$ cat src/hw/rtl/tsac_pkg.sv
// Shared types, register indices and reset constants for the three-axis stepped
// attitude corrector. No dependencies; every other file in hw/rtl imports it.
`timescale 1ns / 1ps

package tsac_pkg;

    localparam int unsigned ACCEL_W    = 16;
    localparam int unsigned BAND_W     = 15;
    localparam int unsigned BYTE_W     = 8;
    localparam int unsigned CNT_W      = 9;
    localparam int unsigned LIMIT_W    = 18;
    localparam int unsigned CFG_IDX_W  = 3;
    localparam int unsigned CFG_DATA_W = 16;

    typedef logic signed [ACCEL_W-1:0] accel_t;
    typedef logic [BAND_W-1:0]         band_t;
    typedef logic [BYTE_W-1:0]         byte_t;
    typedef logic [CNT_W-1:0]          cnt_t;
    typedef logic signed [LIMIT_W-1:0] limit_t;

    typedef enum logic [CFG_IDX_W-1:0] {
        REG_TARGET_X    = 3'd0,
        REG_TARGET_Y    = 3'd1,
        REG_TARGET_Z    = 3'd2,
        REG_BAND_X      = 3'd3,
        REG_BAND_Y      = 3'd4,
        REG_BAND_Z      = 3'd5,
        REG_HOLD_CYCLES = 3'd6,
        REG_HOVER_POWER = 3'd7
    } cfg_index_t;

    localparam accel_t TARGET_RST  = 16'sd0;
    localparam band_t  BAND_X_RST  = 15'd2000;
    localparam band_t  BAND_Y_RST  = 15'd1200;
    localparam band_t  BAND_Z_RST  = 15'd1200;
    localparam byte_t  HOLD_RST    = 8'd10;
    localparam byte_t  HOVER_RST   = 8'd120;
    localparam byte_t  ANGLE_RST   = 8'd90;
    localparam byte_t  POWER_RST   = 8'd120;
    localparam byte_t  STEP        = 8'd10;
    localparam byte_t  ANGLE_MAX   = 8'd180;
    localparam byte_t  POWER_MAX   = 8'd255;

    // Control passed to the per-axis hold tracker.
    typedef struct packed {
        logic step;
        logic moved;
    } hold_ctl_t;

endpackage

$ cat src/hw/rtl/tsac_hold.sv
// Per-axis hold tracker: hold flag and wait counter that gate corrections.
// Depends on tsac_pkg.
`timescale 1ns / 1ps

module tsac_hold (
    input  logic               aclk,
    input  logic               aresetn,
    input  tsac_pkg::hold_ctl_t ctl,
    input  tsac_pkg::byte_t    hold_cycles,
    output logic               holding
);
    import tsac_pkg::*;

    logic hold_reg;
    logic hold_next;
    cnt_t cnt_reg;
    cnt_t cnt_next;

    always_comb begin
        hold_next = hold_reg;
        cnt_next  = cnt_reg;
        if (ctl.step) begin
            if (hold_reg) begin
                if (cnt_reg > {1'b0, hold_cycles}) begin
                    hold_next = 1'b0;
                    cnt_next  = cnt_t'(1);
                end else begin
                    cnt_next = cnt_reg + cnt_t'(1);
                end
            end else begin
                hold_next = ctl.moved;
            end
        end
    end

    always_ff @(posedge aclk) begin
        if (!aresetn) begin
            hold_reg <= 1'b0;
            cnt_reg  <= '0;
        end else begin
            hold_reg <= hold_next;
            cnt_reg  <= cnt_next;
        end
    end

    assign holding = hold_reg;

endmodule

$ cat src/hw/rtl/three_axis_stepped_attitude_corrector.sv
// Top level of the three-axis stepped attitude corrector: configuration registers,
// axis step logic and the result register. Depends on tsac_pkg and tsac_hold.
`timescale 1ns / 1ps

// The block takes one accelerometer beat per clock while s_ready is high and
// returns exactly one result beat for each, on the m_ ports from the next cycle; the
// single result register holds it, and s_ready drops only while that register holds
// a result that has not been taken. Angles move in steps of ten degrees within 0 to
// 180 and the motor power in steps of ten within 0 to 255, or to hover_power inside
// the Z band; after a change an axis holds for a number of samples set by hold_cycles.
// The user writes configuration registers through cfg_wr_en, cfg_index and cfg_wdata
// while no beat is in flight; the block itself does not enforce this.
module three_axis_stepped_attitude_corrector (
    input  logic                                aclk,
    input  logic                                aresetn,
    input  logic                                cfg_wr_en,
    input  logic [tsac_pkg::CFG_IDX_W-1:0]      cfg_index,
    input  logic [tsac_pkg::CFG_DATA_W-1:0]     cfg_wdata,
    input  logic                                s_valid,
    output logic                                s_ready,
    input  tsac_pkg::accel_t                    s_accel_x,
    input  tsac_pkg::accel_t                    s_accel_y,
    input  tsac_pkg::accel_t                    s_accel_z,
    output logic                                m_valid,
    input  logic                                m_ready,
    output tsac_pkg::byte_t                     m_x_angle,
    output tsac_pkg::byte_t                     m_y_angle,
    output tsac_pkg::byte_t                     m_z_power,
    output logic                                m_x_moved,
    output logic                                m_y_moved,
    output logic                                m_z_moved
);
    import tsac_pkg::*;

    function automatic limit_t ext_target(input accel_t t);
        return $signed({{(LIMIT_W-ACCEL_W){t[ACCEL_W-1]}}, t});
    endfunction

    function automatic limit_t ext_band(input band_t b);
        return $signed({{(LIMIT_W-BAND_W){1'b0}}, b});
    endfunction

    function automatic byte_t servo_next(input byte_t ang, input logic below,
                                         input logic above);
        byte_t res;
        res = ang;
        if (below) begin
            res = (ang > ANGLE_MAX - STEP) ? ANGLE_MAX : ang + STEP;
        end else if (above) begin
            res = (ang < STEP) ? '0 : ang - STEP;
        end
        return res;
    endfunction

    accel_t target_x_reg;
    accel_t target_y_reg;
    accel_t target_z_reg;
    band_t  band_x_reg;
    band_t  band_y_reg;
    band_t  band_z_reg;
    byte_t  hold_cycles_reg;
    byte_t  hover_power_reg;

    always_ff @(posedge aclk) begin
        if (!aresetn) begin
            target_x_reg    <= TARGET_RST;
            target_y_reg    <= TARGET_RST;
            target_z_reg    <= TARGET_RST;
            band_x_reg      <= BAND_X_RST;
            band_y_reg      <= BAND_Y_RST;
            band_z_reg      <= BAND_Z_RST;
            hold_cycles_reg <= HOLD_RST;
            hover_power_reg <= HOVER_RST;
        end else if (cfg_wr_en) begin
            case (cfg_index_t'(cfg_index))
                REG_TARGET_X:    target_x_reg    <= cfg_wdata;
                REG_TARGET_Y:    target_y_reg    <= cfg_wdata;
                REG_TARGET_Z:    target_z_reg    <= cfg_wdata;
                REG_BAND_X:      band_x_reg      <= cfg_wdata[BAND_W-1:0];
                REG_BAND_Y:      band_y_reg      <= cfg_wdata[BAND_W-1:0];
                REG_BAND_Z:      band_z_reg      <= cfg_wdata[BAND_W-1:0];
                REG_HOLD_CYCLES: hold_cycles_reg <= cfg_wdata[BYTE_W-1:0];
                REG_HOVER_POWER: hover_power_reg <= cfg_wdata[BYTE_W-1:0];
                default: ;
            endcase
        end
    end

    logic  accept;
    logic  m_valid_reg;
    byte_t angle_x_reg;
    byte_t angle_y_reg;
    byte_t power_reg;
    byte_t angle_x_next;
    byte_t angle_y_next;
    byte_t power_next;
    logic  hold_x;
    logic  hold_y;
    logic  hold_z;
    logic  moved_x;
    logic  moved_y;
    logic  moved_z;
    limit_t acc_x;
    limit_t acc_y;
    limit_t acc_z;
    logic  x_below;
    logic  x_above;
    logic  y_below;
    logic  y_above;
    logic  z_below;
    logic  z_inside;

    assign s_ready = !m_valid_reg || m_ready;
    assign accept  = s_valid && s_ready;

    always_comb begin
        acc_x    = ext_target(s_accel_x);
        acc_y    = ext_target(s_accel_y);
        acc_z    = ext_target(s_accel_z);
        x_below  = acc_x < ext_target(target_x_reg) - ext_band(band_x_reg);
        x_above  = acc_x > ext_target(target_x_reg) + ext_band(band_x_reg);
        y_below  = acc_y < ext_target(target_y_reg) - ext_band(band_y_reg);
        y_above  = acc_y > ext_target(target_y_reg) + ext_band(band_y_reg);
        z_below  = acc_z < ext_target(target_z_reg) - ext_band(band_z_reg);
        z_inside = !z_below &&
                   (acc_z < ext_target(target_z_reg) + ext_band(band_z_reg));

        angle_x_next = hold_x ? angle_x_reg : servo_next(angle_x_reg, x_below, x_above);
        angle_y_next = hold_y ? angle_y_reg : servo_next(angle_y_reg, y_below, y_above);

        power_next = power_reg;
        if (!hold_z) begin
            if (z_below) begin
                power_next = (power_reg > POWER_MAX - STEP) ? POWER_MAX : power_reg + STEP;
            end else if (z_inside) begin
                power_next = hover_power_reg;
            end else begin
                power_next = (power_reg < STEP) ? '0 : power_reg - STEP;
            end
        end

        moved_x = angle_x_next != angle_x_reg;
        moved_y = angle_y_next != angle_y_reg;
        moved_z = power_next != power_reg;
    end

    tsac_hold u_hold_x (
        .aclk        (aclk),
        .aresetn     (aresetn),
        .ctl         ('{step: accept, moved: moved_x}),
        .hold_cycles (hold_cycles_reg),
        .holding     (hold_x)
    );

    tsac_hold u_hold_y (
        .aclk        (aclk),
        .aresetn     (aresetn),
        .ctl         ('{step: accept, moved: moved_y}),
        .hold_cycles (hold_cycles_reg),
        .holding     (hold_y)
    );

    tsac_hold u_hold_z (
        .aclk        (aclk),
        .aresetn     (aresetn),
        .ctl         ('{step: accept, moved: moved_z}),
        .hold_cycles (hold_cycles_reg),
        .holding     (hold_z)
    );

    always_ff @(posedge aclk) begin
        if (!aresetn) begin
            angle_x_reg <= ANGLE_RST;
            angle_y_reg <= ANGLE_RST;
            power_reg   <= POWER_RST;
            m_valid_reg <= 1'b0;
        end else begin
            if (accept) begin
                angle_x_reg <= angle_x_next;
                angle_y_reg <= angle_y_next;
                power_reg   <= power_next;
                m_valid_reg <= 1'b1;
            end else if (m_ready) begin
                m_valid_reg <= 1'b0;
            end
        end
    end

    byte_t m_x_angle_reg;
    byte_t m_y_angle_reg;
    byte_t m_z_power_reg;
    logic  m_x_moved_reg;
    logic  m_y_moved_reg;
    logic  m_z_moved_reg;

    always_ff @(posedge aclk) begin
        if (accept) begin
            m_x_angle_reg <= angle_x_next;
            m_y_angle_reg <= angle_y_next;
            m_z_power_reg <= power_next;
            m_x_moved_reg <= moved_x;
            m_y_moved_reg <= moved_y;
            m_z_moved_reg <= moved_z;
        end
    end

    assign m_valid   = m_valid_reg;
    assign m_x_angle = m_x_angle_reg;
    assign m_y_angle = m_y_angle_reg;
    assign m_z_power = m_z_power_reg;
    assign m_x_moved = m_x_moved_reg;
    assign m_y_moved = m_y_moved_reg;
    assign m_z_moved = m_z_moved_reg;

endmodule

$ cat config.mk
export PLATFORM = sky130hd
export DESIGN_NAME = three_axis_stepped_attitude_corrector
export DESIGN_NICKNAME = d
export VERILOG_FILES = /design/src/hw/rtl/tsac_pkg.sv /design/src/hw/rtl/tsac_hold.sv /design/src/hw/rtl/three_axis_stepped_attitude_corrector.sv
export SDC_FILE = /design/constraint.sdc
export NUM_CORES = 1
export LEC_CHECK = 0
export BUFFER_PORTS_ARGS = -buffer_cell sky130_fd_sc_hd__buf_2
export CAP_MARGIN = 15
export CORE_MARGIN = 1.5
export CORE_UTILIZATION = 60
export CTS_CLUSTER_DIAMETER = 80
export DETAILED_ROUTE_END_ITERATION = 8
export PLACE_DENSITY = 0.82
export SYNTH_ARGS = -nofsm -noshare
export SYNTH_HDL_FRONTEND = slang
export SYNTH_SLANG_ARGS = --single-unit
$ cat constraint.sdc
create_clock -name aclk -period 8.9 [get_ports aclk]
set_input_delay 1.78 -clock aclk [delete_from_list [all_inputs] [get_ports aclk]]
set_output_delay 1.78 -clock aclk [all_outputs]
set_load 0.01 [all_outputs]
==> impl_metrics.json <==
{
  "dieArea_um2": 26600,
  "synth_top_area_share_pct": 21.4,
  "slew_violations": 0,
  "overflow": 0,
  "arrival_ps": 6280,
  "cap_violations": 0,
  "cts_inserted_buffers": 17,
  "nNetsFinal": 2297,
  "worst-setup-path-type": "reg -> reg",
  "hold_slack_ps": 463,
  "cp.required_ps": 9280,
  "clock.fmax_ghz": 0.170,
  "design_area_um2": 16600,
  "synth_cell_type_count": 79,
  "finalWirelength_mm": 39.9,
  "fin_crit_sh_pct": 66.2,
  "postLayoutCoreUtil_pct": 66.0,
  "yosys-top-cells-count": "nand2_1 (276), a21oi_1 (228), ha_1 (221)",
  "ctsHoldBuffers": 0,
  "ys.flop_type": "dfxtp_1",
  "switchingPower_mw": 0.837,
  "vias_per_cell": 6.07,
  "gp_congestion": 0.921,
  "clk_pin_slew_ps": 80,
  "die_h_um": 163,
  "dp.final_hpwl_mm": 30.0,
  "syn_nets": 2261,
  "hold_viol_final": 0,
  "min_period_ps": 5900,
  "syn_avg_cell_area_um2": 7.83,
  "drive_gt1_share_pct": 8.20,
  "synthCells": 1962,
  "combPwrFrac_pct": 26.0,
  "dr.first_iter.drc_count": 1195,
  "wl_per_cell_um": 17.0,
  "ant_nets": 0,
  "rsz0062_at_grt": "false",
  "cts_max_level": 4,
  "grt_max_degree": 100,
  "post_cts_resize_count": 0,
  "synth_edf_count": 27,
  "synthTopCellsByArea": "dfxtp_1 (21%), ha_1 (18%), a21oi_1 (7.4%), nand2_1 (6.7%), edfxtp_1 (5.3%)",
  "port_buffers": 100,
  "rr_startpoint": "band_y_reg[1]",
  "outcome": "finished clean",
  "pwr-share-clk_pct": 32.7,
  "synth-async-reset-ratio_pct": 0,
  "synth_warnings": 0,
  "finalSetupViolCount": 0,
  "area_growth_pct": 8.11,
  "worst_hold_path_type": "reg -> reg",
  "drt_pass1_iterations": 5,
  "cts_tree": "done",
  "die_x_um": 163,
  "clock_skew_ps": 18.8,
  "switching_share_pct": 34.4,
  "r2r_cells": 22,
  "fillers": 2116,
  "multi_input_area_um2": 10400,
  "worst_pin_slew_ps": 1100,
  "coreArea_um2": 25200,
  "ios": 101,
  "grt_pass1_vias": 13600,
  "initial_core_util_pct": 61.0,
  "antenna_found_initial": 2,
  "routed-via-count": 14200,
  "seq_area_um2": 4090,
  "track_usage_pct": 30.2,
  "yosysTopAreaCell": "dfxtp_1",
  "ir_drop_uv": 88.3,
  "maxSlewHeadroom_pct": 26.0,
  "power_frac_seq_pct": 41.3,
  "placed_area_um2": 16000,
  "grt_pass1_wl_mm": 65.4,
  "crit_path_end_kind": "register",
  "postCtsSetupBuffers": 0,
  "powerDensity_nw_per_um2": 146,
  "clock_latency_ps": 450,
  "clock_path_buffers": 2,
  "num_rows": 58,
  "ys_ff_latch": 191,
  "hold_depth": 2,
  "reg2reg_slack_ps": 3000,
  "leakage_nw": 7.10,
  "start_kind": "register",
  "drc": 0,
  "ys_seq_area_share_pct": 26.6,
  "r2r-end": "angle_y_reg[7]",
  "p_int_mw": 1.60,
  "holdCritStartpoint": "hold_cycles_reg[7]",
  "power_mw": 2.43,
  "setup-tns-final_ps": 0,
  "whs_endpoint": "hold_cycles_reg[7]",
  "yosysMostFrequentCell": "nand2_1",
  "netlist_area_um2": 15400,
  "cts_sinks": 191,
  "clockRootBuffer": "clkbuf_16",
  "cp_max_fo": 14
}
[cell type report]
type                    count  area share, %
inverters                 132           2.98
clock inverters            15           1.12
clock buffers              17           2.56
repair buffers            109           3.42
well taps                 330           2.49
flip-flops and latches    191           24.6
diodes                      4         0.0602
multi-input cells        1547           62.7
[layer usage]
metal  vias to the layer above  routed length [um]  GRT usage [%]
met5                         -                   0              0
met4                         0                 943           10.3
met3                        69                2510           3.58
met2                       454               18700           51.0
met1                      6700               17800           40.0
li1                       7022                   -              -
[per-stage QoR]
step                      setup WS, ps  instances
after detailed placement          3120       2307
final                             3000       2345
after floorplan                   3810       1962
after global placement            3170       2307
after CTS                         3090       2339
after global routing              2710       2343
[logic make-up (layout without fill, tap and decap cells)]
group / after synthesis / count (layout) / synth area share [%]
and+or+nand+nor: 636 / 636 / 18.9
AOI/OAI and AO/OA: 568 / 568 / 23.4
adders and majority gates: 227 / 227 / 18.8
buffers and inverters: 224 / 273 / 5.58
DFF: 191 / 191 / 26.6
xor gates and xnor gates: 107 / 107 / 6.10
muxes: 9 / 9 / 0.619
other: 0 / 4 / 0
[worst max path at each step]
stage	from	to	slack, ps	depth (start not counted)
after floorplan	band_y_reg[2]	m_y_angle[5]	3810	23
after global placement	band_y_reg[1]	m_y_angle[7]	3170	21
after detailed placement	band_y_reg[1]	angle_y_reg[7]	3120	22
after CTS	band_y_reg[1]	angle_y_reg[7]	3090	22
after global routing	band_z_reg[1]	u_hold_z.holding	2710	23
final	band_y_reg[1]	angle_y_reg[7]	3000	22
[placed cells by master, fill, tap and decap left out, drive strengths merged, types with 6 or more instances in the layout]
| cell | n |
|---|---|
| nor3 | 28 |
| nor2b | 30 |
| nand4 | 38 |
| xnor2 | 75 |
| edfxtp | 27 |
| a211oi | 19 |
| o22a | 7 |
| nor4 | 10 |
| xor2 | 32 |
| ha | 221 |
| buf | 109 |
| and2 | 11 |
| o31ai | 11 |
| clkbuf | 17 |
| nand2 | 277 |
| o211ai | 26 |
| inv | 141 |
| nand2b | 21 |
| or3 | 15 |
| o211a | 6 |
| o21ai | 97 |
| a21o | 26 |
| a31oi | 17 |
| a21oi | 229 |
| a2111oi | 8 |
| o21bai | 32 |
| o41ai | 10 |
| and3 | 17 |
| dfxtp | 164 |
| o21a | 18 |
| nor2 | 141 |
| nand3 | 28 |
| nor3b | 7 |
| fa | 6 |
| o311ai | 6 |
[critical path, cell delays in order (launching register included)]
cell and delay (ps):
dfxtp_1 410, inv_1 100, ha_1 300, a21o_1 160, a21oi_1 270, o21bai_1 130
a31oi_1 220, o21ai_0 180, o41ai_1 710, o2111ai_1 230, a21oi_1 210, xnor2_1 90
ha_1 300, nand4_1 150, a2111oi_0 310, o311ai_0 380, a32oi_1 390, buf_4 280
and2_4 210, nand2_2 50, or4_1 460, o311ai_1 100, o21ba_1 160
[power groups by stage]
stage | combinational, mW | clock [mW] | sequential, mW
2_1_floorplan | 0.472 | 0 | 0.991
3_3_place_gp | 0.603 | 0 | 1.02
3_5_place_dp | 0.618 | 0 | 1.02
4_1_cts | 0.624 | 0.802 | 1.00
5_1_grt | 0.703 | 0.837 | 1.01
6_report | 0.632 | 0.796 | 1.01
No activity file was read; power rests on OpenSTA's default activity.
